===== src/rtl/scld_pkg.sv =====
`timescale 1ns / 1ps

package scld_pkg;

    localparam int MAX_COMMANDS_DEF = 16;
    localparam int NAME_LEN_DEF     = 16;
    localparam int BUFFER_LEN_DEF   = 64;

    // widest command index over the whole parameter range (up to 64 entries)
    localparam int CMD_IDX_W = 6;
    localparam int LEN_W     = 7;
    localparam logic [LEN_W-1:0] LEN_SAT = 7'd127;

    localparam logic [7:0] PRINT_LO = 8'h20;
    localparam logic [7:0] PRINT_HI = 8'h7E;

    localparam logic       OP_STREAM = 1'b0;
    localparam logic       OP_LOAD   = 1'b1;

    localparam logic [2:0] CFG_COMMAND_COUNT = 3'd0;
    localparam logic [2:0] CFG_TERMINATOR    = 3'd1;
    localparam logic [2:0] CFG_DELIMITER     = 3'd2;
    localparam logic [2:0] CFG_UNKNOWN_EN    = 3'd3;
    localparam logic [2:0] CFG_EMPTY_EN      = 3'd4;

    localparam logic [4:0] COMMAND_COUNT_RST = 5'd0;
    localparam logic [7:0] TERMINATOR_RST    = 8'd13;
    localparam logic [7:0] DELIMITER_RST     = 8'd32;

    typedef enum logic [1:0]
    {
        PH_SKIP = 2'd0,
        PH_WORD = 2'd1,
        PH_DONE = 2'd2
    } phase_t;

    typedef enum logic [1:0]
    {
        EV_MATCH   = 2'd0,
        EV_UNKNOWN = 2'd1,
        EV_EMPTY   = 2'd2
    } event_kind_t;

    typedef enum logic
    {
        TOK_CMP = 1'b0,
        TOK_EQ  = 1'b1
    } tok_kind_t;

    typedef struct packed
    {
        logic                 valid;
        tok_kind_t            kind;
        logic [7:0]           ch;
        logic [LEN_W-1:0]     pos;
        logic                 found;
        logic [CMD_IDX_W-1:0] found_idx;
    } tok_t;

    typedef struct packed
    {
        logic       en;
        logic [3:0] entry;
        logic [3:0] pos;
        logic [7:0] data;
    } load_t;

endpackage


===== src/rtl/scld_cell.sv =====
`timescale 1ns / 1ps

module scld_cell
#(
    parameter int INDEX    = 0,
    parameter int NAME_LEN = scld_pkg::NAME_LEN_DEF
)
(
    input  logic             clk,
    input  logic             rst_n,
    input  scld_pkg::load_t  load,
    input  logic [4:0]       command_count,
    input  scld_pkg::tok_t   tok_in,
    output scld_pkg::tok_t   tok_out
);

    localparam int AW = (NAME_LEN > 1) ? $clog2(NAME_LEN) : 1;

    logic [7:0]            name_mem [NAME_LEN];
    logic [7:0]            rd_reg;
    logic                  flag_reg;
    logic                  flag_next;
    scld_pkg::tok_t        tok_reg;

    logic [6:0]            wpos_ext;
    logic                  wr_hit;
    logic [AW-1:0]         waddr;
    logic [AW-1:0]         raddr;
    logic                  in_range;
    logic                  active;
    logic                  eq;

    assign wpos_ext = {3'b000, load.pos};
    assign waddr    = wpos_ext[AW-1:0];
    assign raddr    = tok_in.pos[AW-1:0];
    assign wr_hit   = load.en && ({2'b00, load.entry} == 6'(INDEX))
                      && (wpos_ext < 7'(NAME_LEN));

    always_ff @(posedge clk)
    begin
        if (wr_hit)
        begin
            name_mem[waddr] <= load.data;
        end
        if (tok_in.valid)
        begin
            rd_reg <= name_mem[raddr];
        end
    end

    always_ff @(posedge clk or negedge rst_n)
    begin
        if (!rst_n)
        begin
            tok_reg  <= '0;
            flag_reg <= 1'b1;
        end
        else
        begin
            tok_reg <= tok_in;
            if (tok_reg.valid)
            begin
                flag_reg <= flag_next;
            end
        end
    end

    assign in_range = tok_reg.pos < 7'(NAME_LEN);
    assign active   = 6'(INDEX) < {1'b0, command_count};

    always_comb
    begin
        tok_out   = tok_reg;
        flag_next = flag_reg;
        eq        = 1'b0;
        unique case (tok_reg.kind)
            scld_pkg::TOK_CMP:
            begin
                flag_next = flag_reg && in_range && (rd_reg == tok_reg.ch);
            end
            scld_pkg::TOK_EQ:
            begin
                eq = flag_reg && active
                     && (in_range ? (rd_reg == 8'd0) : (tok_reg.pos == 7'(NAME_LEN)));
                if (!tok_reg.found && eq)
                begin
                    tok_out.found     = 1'b1;
                    tok_out.found_idx = scld_pkg::CMD_IDX_W'(INDEX);
                end
                // line ends here: flags return to all ones
                flag_next = 1'b1;
            end
            default:
            begin
                flag_next = flag_reg;
            end
        endcase
    end

endmodule


===== src/rtl/scld_ctrl.sv =====
`timescale 1ns / 1ps

module scld_ctrl
#(
    parameter int BUFFER_LEN = scld_pkg::BUFFER_LEN_DEF
)
(
    input  logic                 clk,
    input  logic                 rst_n,

    input  logic                 item_valid,
    output logic                 item_stall,
    input  logic                 operation,
    input  logic [7:0]           byte_value,
    input  logic [3:0]           entry_index,
    input  logic [3:0]           char_position,

    input  logic                 cfg_valid,
    output logic                 cfg_ready,
    input  logic [2:0]           cfg_index,
    input  logic [7:0]           cfg_data,

    output logic                 event_valid,
    input  logic                 event_stall,
    output logic [1:0]           event_kind,
    output logic [3:0]           command_index,
    output logic [6:0]           word_length,

    output scld_pkg::load_t      load,
    output logic [4:0]           command_count,
    output scld_pkg::tok_t       tok_launch,
    input  scld_pkg::tok_t       tok_end
);

    localparam int CW = $clog2(BUFFER_LEN + 1);

    logic [4:0]                  command_count_reg;
    logic [7:0]                  terminator_reg;
    logic [7:0]                  delimiter_reg;
    logic                        unknown_en_reg;
    logic                        empty_en_reg;

    scld_pkg::phase_t            phase_reg, phase_next;
    logic [CW-1:0]               count_reg, count_next;
    logic [6:0]                  len_reg, len_next;
    logic                        busy_reg, busy_next;

    logic                        out_valid_reg, out_valid_next;
    scld_pkg::event_kind_t       kind_reg, kind_next;
    logic [3:0]                  idx_reg, idx_next;
    logic [6:0]                  wlen_reg, wlen_next;

    logic                        is_stream;
    logic                        is_term;
    logic                        printable;
    logic                        acc;

    assign cfg_ready = 1'b1;

    always_ff @(posedge clk or negedge rst_n)
    begin
        if (!rst_n)
        begin
            command_count_reg <= scld_pkg::COMMAND_COUNT_RST;
            terminator_reg    <= scld_pkg::TERMINATOR_RST;
            delimiter_reg     <= scld_pkg::DELIMITER_RST;
            unknown_en_reg    <= 1'b0;
            empty_en_reg      <= 1'b0;
        end
        else if (cfg_valid && cfg_ready)
        begin
            unique case (cfg_index)
                scld_pkg::CFG_COMMAND_COUNT: command_count_reg <= cfg_data[4:0];
                scld_pkg::CFG_TERMINATOR:    terminator_reg    <= cfg_data;
                scld_pkg::CFG_DELIMITER:     delimiter_reg     <= cfg_data;
                scld_pkg::CFG_UNKNOWN_EN:    unknown_en_reg    <= cfg_data[0];
                scld_pkg::CFG_EMPTY_EN:      empty_en_reg      <= cfg_data[0];
                default:
                begin
                end
            endcase
        end
    end

    assign is_stream  = (operation == scld_pkg::OP_STREAM);
    assign is_term    = is_stream && (byte_value == terminator_reg);
    assign printable  = (byte_value >= scld_pkg::PRINT_LO) && (byte_value <= scld_pkg::PRINT_HI);
    assign item_stall = busy_reg || (is_term && out_valid_reg && event_stall);
    assign acc        = item_valid && !item_stall;

    always_ff @(posedge clk or negedge rst_n)
    begin
        if (!rst_n)
        begin
            phase_reg     <= scld_pkg::PH_SKIP;
            count_reg     <= '0;
            len_reg       <= '0;
            busy_reg      <= 1'b0;
            out_valid_reg <= 1'b0;
        end
        else
        begin
            phase_reg     <= phase_next;
            count_reg     <= count_next;
            len_reg       <= len_next;
            busy_reg      <= busy_next;
            out_valid_reg <= out_valid_next;
        end
    end

    always_ff @(posedge clk)
    begin
        kind_reg <= kind_next;
        idx_reg  <= idx_next;
        wlen_reg <= wlen_next;
    end

    always_comb
    begin
        phase_next     = phase_reg;
        count_next     = count_reg;
        len_next       = len_reg;
        busy_next      = busy_reg;
        out_valid_next = out_valid_reg && event_stall;
        kind_next      = kind_reg;
        idx_next       = idx_reg;
        wlen_next      = wlen_reg;

        tok_launch           = '0;
        tok_launch.ch        = byte_value;

        load.en    = acc && (operation == scld_pkg::OP_LOAD);
        load.entry = entry_index;
        load.pos   = char_position;
        load.data  = byte_value;

        if (acc && is_stream)
        begin
            if (is_term)
            begin
                if (phase_reg == scld_pkg::PH_SKIP)
                begin
                    if (empty_en_reg)
                    begin
                        out_valid_next = 1'b1;
                        kind_next      = scld_pkg::EV_EMPTY;
                        idx_next       = 4'd0;
                        wlen_next      = 7'd0;
                    end
                end
                else
                begin
                    tok_launch.valid = 1'b1;
                    tok_launch.kind  = scld_pkg::TOK_EQ;
                    tok_launch.pos   = len_reg;
                    busy_next        = 1'b1;
                end
                phase_next = scld_pkg::PH_SKIP;
                count_next = '0;
                len_next   = '0;
            end
            else if (printable && (count_reg < CW'(BUFFER_LEN)))
            begin
                count_next = count_reg + CW'(1);
                unique case (phase_reg)
                    scld_pkg::PH_SKIP:
                    begin
                        if (byte_value != delimiter_reg)
                        begin
                            phase_next       = scld_pkg::PH_WORD;
                            tok_launch.valid = 1'b1;
                            tok_launch.kind  = scld_pkg::TOK_CMP;
                            tok_launch.pos   = 7'd0;
                            len_next         = 7'd1;
                            busy_next        = 1'b1;
                        end
                    end
                    scld_pkg::PH_WORD:
                    begin
                        if (byte_value == delimiter_reg)
                        begin
                            phase_next = scld_pkg::PH_DONE;
                        end
                        else
                        begin
                            tok_launch.valid = 1'b1;
                            tok_launch.kind  = scld_pkg::TOK_CMP;
                            tok_launch.pos   = len_reg;
                            busy_next        = 1'b1;
                            if (len_reg < scld_pkg::LEN_SAT)
                            begin
                                len_next = len_reg + 7'd1;
                            end
                        end
                    end
                    scld_pkg::PH_DONE:
                    begin
                    end
                    default:
                    begin
                    end
                endcase
            end
        end

        if (tok_end.valid)
        begin
            busy_next = 1'b0;
            if (tok_end.kind == scld_pkg::TOK_EQ)
            begin
                if (tok_end.found)
                begin
                    out_valid_next = 1'b1;
                    kind_next      = scld_pkg::EV_MATCH;
                    idx_next       = tok_end.found_idx[3:0];
                    wlen_next      = tok_end.pos;
                end
                else if (unknown_en_reg)
                begin
                    out_valid_next = 1'b1;
                    kind_next      = scld_pkg::EV_UNKNOWN;
                    idx_next       = 4'd0;
                    wlen_next      = tok_end.pos;
                end
            end
        end
    end

    assign command_count = command_count_reg;
    assign event_valid   = out_valid_reg;
    assign event_kind    = kind_reg;
    assign command_index = idx_reg;
    assign word_length   = wlen_reg;

    a_end_while_busy: assert property (@(posedge clk) disable iff (!rst_n)
        tok_end.valid |-> busy_reg)
        else $error("chain transaction emerged while idle");

    a_skip_len_zero: assert property (@(posedge clk) disable iff (!rst_n)
        (phase_reg == scld_pkg::PH_SKIP) |-> (len_reg == 7'd0))
        else $error("word length set outside a word");

    a_word_len_nonzero: assert property (@(posedge clk) disable iff (!rst_n)
        (phase_reg != scld_pkg::PH_SKIP) |-> (len_reg != 7'd0))
        else $error("word phase with empty word");

    a_count_bound: assert property (@(posedge clk) disable iff (!rst_n)
        count_reg <= CW'(BUFFER_LEN))
        else $error("line count beyond buffer");

    a_match_reported: assert property (@(posedge clk) disable iff (!rst_n)
        (tok_end.valid && (tok_end.kind == scld_pkg::TOK_EQ) && tok_end.found)
        |=> (out_valid_reg && (kind_reg == scld_pkg::EV_MATCH)))
        else $error("match lost at end of chain");

endmodule


===== src/rtl/serial_command_line_dispatcher_unit.sv =====
`timescale 1ns / 1ps

// channel   handshake              payload
// item      item_valid/item_stall  operation, byte_value, entry_index, char_position
// cfg       cfg_valid/cfg_ready    cfg_index, cfg_data
// event     event_valid/event_stall event_kind, command_index, word_length
//
// A stream byte that is compared, or a terminator ending a line that holds a word,
// launches one transaction that walks the row of entry cells, one cell per cycle;
// no new item is taken until it leaves the last cell.
// Load items and bytes that launch no pass leave the unit free for the next item.
// Reset clears the line state and the configuration registers; names are undefined until loaded.
// A terminator is held off while a previous event sits stalled at the output.

module serial_command_line_dispatcher_unit
#(
    parameter int MAX_COMMANDS = scld_pkg::MAX_COMMANDS_DEF,
    parameter int NAME_LEN     = scld_pkg::NAME_LEN_DEF,
    parameter int BUFFER_LEN   = scld_pkg::BUFFER_LEN_DEF
)
(
    input  logic        clk,
    input  logic        rst_n,

    input  logic        item_valid,
    output logic        item_stall,
    input  logic        operation,
    input  logic [7:0]  byte_value,
    input  logic [3:0]  entry_index,
    input  logic [3:0]  char_position,

    input  logic        cfg_valid,
    output logic        cfg_ready,
    input  logic [2:0]  cfg_index,
    input  logic [7:0]  cfg_data,

    output logic        event_valid,
    input  logic        event_stall,
    output logic [1:0]  event_kind,
    output logic [3:0]  command_index,
    output logic [6:0]  word_length
);

    scld_pkg::tok_t  tok [MAX_COMMANDS+1];
    scld_pkg::load_t load;
    logic [4:0]      command_count;

    scld_ctrl
    #(
        .BUFFER_LEN (BUFFER_LEN)
    )
    u_ctrl
    (
        .clk           (clk),
        .rst_n         (rst_n),
        .item_valid    (item_valid),
        .item_stall    (item_stall),
        .operation     (operation),
        .byte_value    (byte_value),
        .entry_index   (entry_index),
        .char_position (char_position),
        .cfg_valid     (cfg_valid),
        .cfg_ready     (cfg_ready),
        .cfg_index     (cfg_index),
        .cfg_data      (cfg_data),
        .event_valid   (event_valid),
        .event_stall   (event_stall),
        .event_kind    (event_kind),
        .command_index (command_index),
        .word_length   (word_length),
        .load          (load),
        .command_count (command_count),
        .tok_launch    (tok[0]),
        .tok_end       (tok[MAX_COMMANDS])
    );

    for (genvar i = 0; i < MAX_COMMANDS; i++)
    begin : g_cell
        scld_cell
        #(
            .INDEX    (i),
            .NAME_LEN (NAME_LEN)
        )
        u_cell
        (
            .clk           (clk),
            .rst_n         (rst_n),
            .load          (load),
            .command_count (command_count),
            .tok_in        (tok[i]),
            .tok_out       (tok[i+1])
        );
    end

endmodule

===== config.mk =====
export PLATFORM = sky130hd
export DESIGN_NAME = serial_command_line_dispatcher_unit
export DESIGN_NICKNAME = d
export VERILOG_FILES = /design/src/rtl/scld_pkg.sv /design/src/rtl/scld_cell.sv /design/src/rtl/scld_ctrl.sv /design/src/rtl/serial_command_line_dispatcher_unit.sv
export SDC_FILE = /design/constraint.sdc
export NUM_CORES = 2
export LEC_CHECK = 0
export BUFFER_PORTS_ARGS = -buffer_cell sky130_fd_sc_hd__buf_2
export CAP_MARGIN = 25
export CORE_MARGIN = 1
export CORE_UTILIZATION = 64
export CTS_CLUSTER_SIZE = 24
export DETAILED_ROUTE_END_ITERATION = 6
export GPL_TIMING_DRIVEN = 1
export PLACE_DENSITY = 0.8
export SLEW_MARGIN = 10
export SYNTH_ARGS = -nofsm -noshare
export SYNTH_HDL_FRONTEND = slang
export SYNTH_SLANG_ARGS = --single-unit

===== constraint.sdc =====
create_clock -name clk -period 6.6 [get_ports clk]
set_input_delay 1.32 -clock clk [delete_from_list [all_inputs] [get_ports clk]]
set_output_delay 1.32 -clock clk [all_outputs]
set_load 0.05 [all_outputs]

== After elaboration in Yosys (flattened, before gate mapping) ==
Memories as Yosys holds them, arrays and structs flattened. A register that Yosys moved wholly into a read port is not among the register bits.
Cells that the tools add are included.

* Bitwise operators: 17
* Mux-type cells: 162
* Add/subtract/negate cells: 2
* Equality and inequality tests: 62
* Order comparisons: 37
* Reductions and logical operators: 170

{| class="wikitable"
|+ Operators by type and width
! cell !! number
|-
| 2-to-1 mux 7 bit || 53
|-
| == test 8 bit || 18
|-
| zero test 8 bit || 16
|-
| logical AND 1 bit || 120
|-
| == test 7 x 5 -> 1 bit, second input constant || 16
|-
| < comparator 7 x 5 -> 1 bit, second input constant || 16
|-
| 2-to-1 mux 1 bit || 63
|-
| < comparator 4 x 5 -> 1 bit, first input constant || 8
|-
| 2-to-1 mux 2 bit || 18
|-
| one-hot mux 1 bit (2 select lines) || 17
|-
| == test 4 bit, second input constant || 8
|-
| 2-to-1 mux 4 bit || 8
|-
| < comparator 3 x 5 -> 1 bit, first input constant || 4
|-
| NOT 1 bit || 17
|-
| == test 4 x 3 -> 1 bit, second input constant || 4
|-
| zero test 1 bit || 16
|-
| adder 7 x 1 -> 7 bit, second input constant || 2
|-
| < comparator 7 bit, second input constant || 2
|-
| one-hot mux 7 bit (2 select lines) || 1
|-
| != test 3 x 2 -> 1 bit, second input constant || 4
|-
| AND reduction 2 bit || 6
|-
| AND reduction 6 bit || 2
|-
| < comparator 1 x 5 -> 1 bit, first input constant || 2
|-
| < comparator 2 x 5 -> 1 bit, first input constant || 2
|-
| 21 further kinds || 27
|}

* Memories: 16
* Flip-flop bits (word level): 447
* Memory bits (writable): 2048

{| class="wikitable"
|+ Memories
! memory !! depth !! width !! read ports !! clocked after Yosys merged registers in !! wr ports !! line !! RTL
|-
| g_cell[0].u_cell.name_mem || 16 || 8 || 1 || 1 || 1 || scld_cell.sv:19 || <nowiki>logic [7:0] name_mem [NAME_LEN];</nowiki>
|-
| g_cell[10].u_cell.name_mem || 16 || 8 || 1 || 1 || 1 || scld_cell.sv:19 ||
|-
| g_cell[11].u_cell.name_mem || 16 || 8 || 1 || 1 || 1 || scld_cell.sv:19 ||
|-
| g_cell[12].u_cell.name_mem || 16 || 8 || 1 || 1 || 1 || scld_cell.sv:19 ||
|-
| g_cell[13].u_cell.name_mem || 16 || 8 || 1 || 1 || 1 || scld_cell.sv:19 ||
|-
| g_cell[14].u_cell.name_mem || 16 || 8 || 1 || 1 || 1 || scld_cell.sv:19 ||
|-
| 10 more memories || -- || -- || -- || -- || -- || -- ||
|}

== Longest topological paths before layout ==
* Word-level depth: 13
* Gate-level depth with buffers: 10
* Mapped depth without buffers: 8

== Hierarchy ==
A second synthesis with hierarchy kept.

* Cells, all modules: 5125
* Area, all modules: 102587.1 um^2

{| class="wikitable"
|+ Modules (own cells, without submodules)
! module !! times used !! cells an instance !! sequential area each (um^2) !! area each (um^2)
|-
| scld_cell (g_cell[6].u_cell ...) || 2 || 301 || 4710.8 || 6237.2
|-
| scld_cell (g_cell[0].u_cell) || 1 || 306 || 4710.8 || 6251.0
|-
| scld_cell (g_cell[10].u_cell) || 1 || 306 || 4710.8 || 6243.5
|-
| scld_cell (g_cell[4].u_cell) || 1 || 302 || 4710.8 || 6243.5
|-
| scld_cell (g_cell[12].u_cell) || 1 || 301 || 4710.8 || 6238.5
|-
| scld_cell (g_cell[15].u_cell) || 1 || 303 || 4710.8 || 6238.5
|-
| scld_cell (g_cell[7].u_cell) || 1 || 310 || 4710.8 || 6238.5
|-
| scld_cell (g_cell[8].u_cell) || 1 || 306 || 4710.8 || 6238.5
|-
| scld_cell (g_cell[5].u_cell) || 1 || 301 || 4710.8 || 6236.0
|-
| scld_cell (g_cell[14].u_cell) || 1 || 301 || 4710.8 || 6223.5
|-
| scld_cell (g_cell[13].u_cell) || 1 || 301 || 4710.8 || 6222.2
|-
| scld_cell (g_cell[1].u_cell) || 1 || 304 || 4710.8 || 6221.0
|-
| scld_cell (g_cell[2].u_cell) || 1 || 304 || 4710.8 || 6218.5
|-
| scld_cell (g_cell[3].u_cell) || 1 || 305 || 4710.8 || 6218.5
|-
| +2 rows || -- || -- || -- || --
|}

== Worst setup path before layout ==
Ideal clock, no wire load.

* Path type: input -> output
* Start: input port byte_value[6]
* End: output port item_stall
* Data arrival time: 2.928 ns
* Cell stages on the path: 6
* Path slack: 2.352 ns
* Path through: xor2_1 > nor4_4 > and3_1 > buf_6 > inv_1 > o21bai_1

* Cells in the longest elaborated chain, start to end: 5

{| class="wikitable"
|+ Ends and longest elaborated chain
! element !! line !! RTL
|-
| from (decl) || serial_command_line_dispatcher_unit.sv:28 || <nowiki>input logic [7:0] byte_value,</nowiki>
|-
| == test 8 bit || scld_ctrl.sv:86 || <nowiki>assign is_term = is_stream && (byte_value == terminator_reg);</nowiki>
|-
| logical AND 1 bit || scld_ctrl.sv:86 ||
|-
| logical AND 1 bit (2 in series) || scld_ctrl.sv:88 || <nowiki>assign item_stall = busy_reg || (is_term && out_valid_reg && event_stall);</nowiki>
|-
| logical OR 1 bit || scld_ctrl.sv:88 ||
|-
| to (decl) || serial_command_line_dispatcher_unit.sv:26 || <nowiki>output logic item_stall,</nowiki>
|}

No other way between the ends.

== Final worst setup path ==
Same ends and word-level chain as after synthesis.

==> results by group <==
Run status
  – Outcome: finished, final reports clean

Routing
  – Via count: approximately 50000
  – Final ANT Viol Nets: 0
  – Routed len/inst: around 33 um
  – Via/cell ratio: just under 7
  – DRC viols: 0
  – Iter 0 DRT Violations: 7136
  – Wirelength, routed: roughly 240000 um
  – Drt first pass iters: 6

STA
  – Relative slew margins: 0.1769
  – Final clock skew: around 34 ps
  – Final hold violations: 0
  – Crit path time final: approximately 4900 ps
  – Max Freq: 204.1 MHz
  – Period utilization: 0.7422
  – Setup violations, final: 0
  – Max-slew violations: 0
  – Total negative slack: 0 ps
  – Hold WS: just under 400 ps
  – Slew @ Worst Pin: roughly 1200 ps
  – RSZ-0062 raised after global routing: no

Worst setup path
  – CP max-delay cell: buf_8
  – Critical path arrival: 3580 ps
  – Crit start category: input pin
  – Reg2reg start: u_ctrl.busy_reg
  – Crit path kind: in2out
  – CP peak stage delay: ~490 ps
  – Worst EP required: about 5300 ps
  – Crit-path cells: buf_8 > xor2_1 > nor4_4 > and3_1 > inv_1 > o21bai_1 > buf_2
  – Setup crit start: byte_value[6]
  – Crit-path max FO: approximately 120
  – Bufs and invs on worst path: 3
  – Crit end category: primary output
  – Cell family with most CP delay: buffers and inverters

Logic synthesis
  – Ys Warns: 0
  – Synth Area per Inst: ~20 um2
  – Prevailing post-synth register cell: edfxtp_1
  – Syn nets: between 4000 and 5000
  – Post-synth cell types: a little over 80
  – Asr flop ratio synth: 0.1509
  – Seq cells post-synth: 2578
  – Cell area after synthesis: approximately 97000 um2
  – Syn Inst Count: approximately 4800
  – Post-synth EDFFs: around 2200
  – Seq/Total Area, Yosys: 0.7779

Clock network
  – # Post-CTS Setup Buffers: 0
  – Post-cts hold buffer count: 0
  – Skew-Pair Late Insertion Delay: 870 ps
  – Max H-tree Level: 4
  – Buffer depth of the longest clock path: 3
  – Worst-path clk slew: ~70 ps
  – Cts bufs inserted: 230
  – Clock Tree Root: clkbuf_16
  – Clock Sinks: ~2600
  – CTS resizes: 0
  – CTS tree: built

Die
  – Die ar.: around 150000 um2
  – Die width: 391.1 um
  – Core area: roughly 150000 um2
  – Initial Util: 0.6461
  – Die Span Y: 391.1 um
  – Io pins: just under 50
  – Site Rows: approximately 140

Final layout
  – Commonest non-fill, non-tap cell in the layout: edfxtp_1
  – Final nets: approximately 5000
  – Final Instance Area: 107600 um2
  – Util after Layout: 0.7175
  – Number of flip-flops in the largest register: about 2000
  – Area grow syn2layout: 11.06%
  – Share of post-route cells with drive strength above 1: 0.2193
  – Commonest non-fill, non-tap cells in the layout: 2176 x edfxtp_1, 504 x mux4_2, 372 x nor2_1

Pwr
  – Pwr/cell area: 306.6 nW/um2
  – Max VDD drop: 0.3071 mV
  – Tot Pwr: 32.98 mW
  – Leak: 34.27 nW

GRT
  – Overall global routing resource usage: 0.3166
  – Initial antenna violation count: 14
  – First-pass GRT wire length: about 340000 um
  – Grt ovf: 0
  – Largest net degree at the start of global routing: about 160
  – Vias in the first global route: 49550

Placed design
  – Post-detail-place hpwl: approximately 130000 um
  – Routability cong.: ~0.9
  – I/O Buffers: 47
  – Placed cell areas: 99580 um2

Min path
  – Hold Path Origin: g_cell[10].u_cell.tok_out[13]
  – Hold crit path type: reg2reg

Flow run
  – Total of max-cap violations: 0
==> metal layers <==
metal | wire length, um | share of wire | up-vias | global-route usage
met5 | 103 | 0.00043 | - | 0
met4 | 10810 | 0.046 | 16 | 0.1301
met1 | 84250 | 0.35 | 25430 | 0.4264
li1 | - | - | 19540 | -
met3 | 24630 | 0.10 | 658 | 0.06690
met2 | 117600 | 0.50 | 3502 | 0.5120
==> synth_stat cells, drive strengths merged (36+ instances only) <==
cell | count | area [um2]
nor4 | 59 | 390.4
xor2 | 69 | 604.3
dfrtp | 369 | 9234
o21ai | 62 | 314.0
mux4 | 504 | 11350
mux2i | 148 | 1481
xnor2 | 79 | 691.9
nor2 | 373 | 1400
clkbuf | 152 | 570.6
buf | 80 | 356.6
nand2 | 150 | 563.0
a21oi | 85 | 425.4
edfxtp | 2176 | 65340
nand3 | 39 | 195.2
nand4 | 36 | 225.2
==> logic make-up (layout without fill, tap and decap cells) <==
| logic type | count (synthesis) | after routing | synth area share |
|---|---|---|---|
| buf+inv | 255 | 584 | 0.01046 |
| mux | 686 | 686 | 0.1364 |
| simple gates | 814 | 814 | 0.03907 |
| xor+xnor | 148 | 148 | 0.01338 |
| compound gates | 322 | 322 | 0.02250 |
| fa+ha+maj | 2 | 2 | 0.0002583 |
| other cells | 1 | 12 | 0.00003871 |
| flops | 2578 | 2578 | 0.7779 |
==> final cells by class <==
type	count	area (um2)
flip-flops and latches	2578	75380
fillers	8182	42360
multi-input cells	1973	20570
clock buffers	312	6529
well taps	2016	2522
clock inverters	125	1424
repair buffers	124	1045
inverters	23	86.33
diodes	11	27.53
==> through the flow <==
step,std cells,setup WS (ps)
2_1_floorplan,4806,2352
3_3_place_gp,6699,1698
4_1_cts,7147,1678
5_1_grt,7151,1565
6_report,7162,1702
3_5_place_dp,6710,1583
==> worst paths after layout <==
path / endpoint / slack (ps) / cells after the start
setup / recovery: item_stall / 1700 / 7
hold reg to reg: g_cell[11].u_cell.tok_out[13] / 390 / 0
min in group asynchronous: g_cell[15].u_cell.tok_out[7] / 440 / 1
hold / removal: g_cell[11].u_cell.tok_out[13] / 390 / 0
setup reg to reg: g_cell[11].u_cell.name_mem[0][3] / 2680 / 4
max in group asynchronous: g_cell[8].u_cell.tok_out[8] / 4720 / 2
==> power breakdown <==
part           total, mW  switching, mW  internal, mW  leakage [nW]
registers           18.0          0.210          17.8          24.6
logic              0.976          0.709         0.267          5.75
clock network       14.0           6.02          7.95          3.87
==> worst register-to-register path, stage by stage (launching register included) <==
cell	delay, ps
dfrtp_1	430
nand3b_1	460
nor3_1	1010
nand3_1	780
nor2_1	890
No activity file was read; power rests on OpenSTA's default activity.
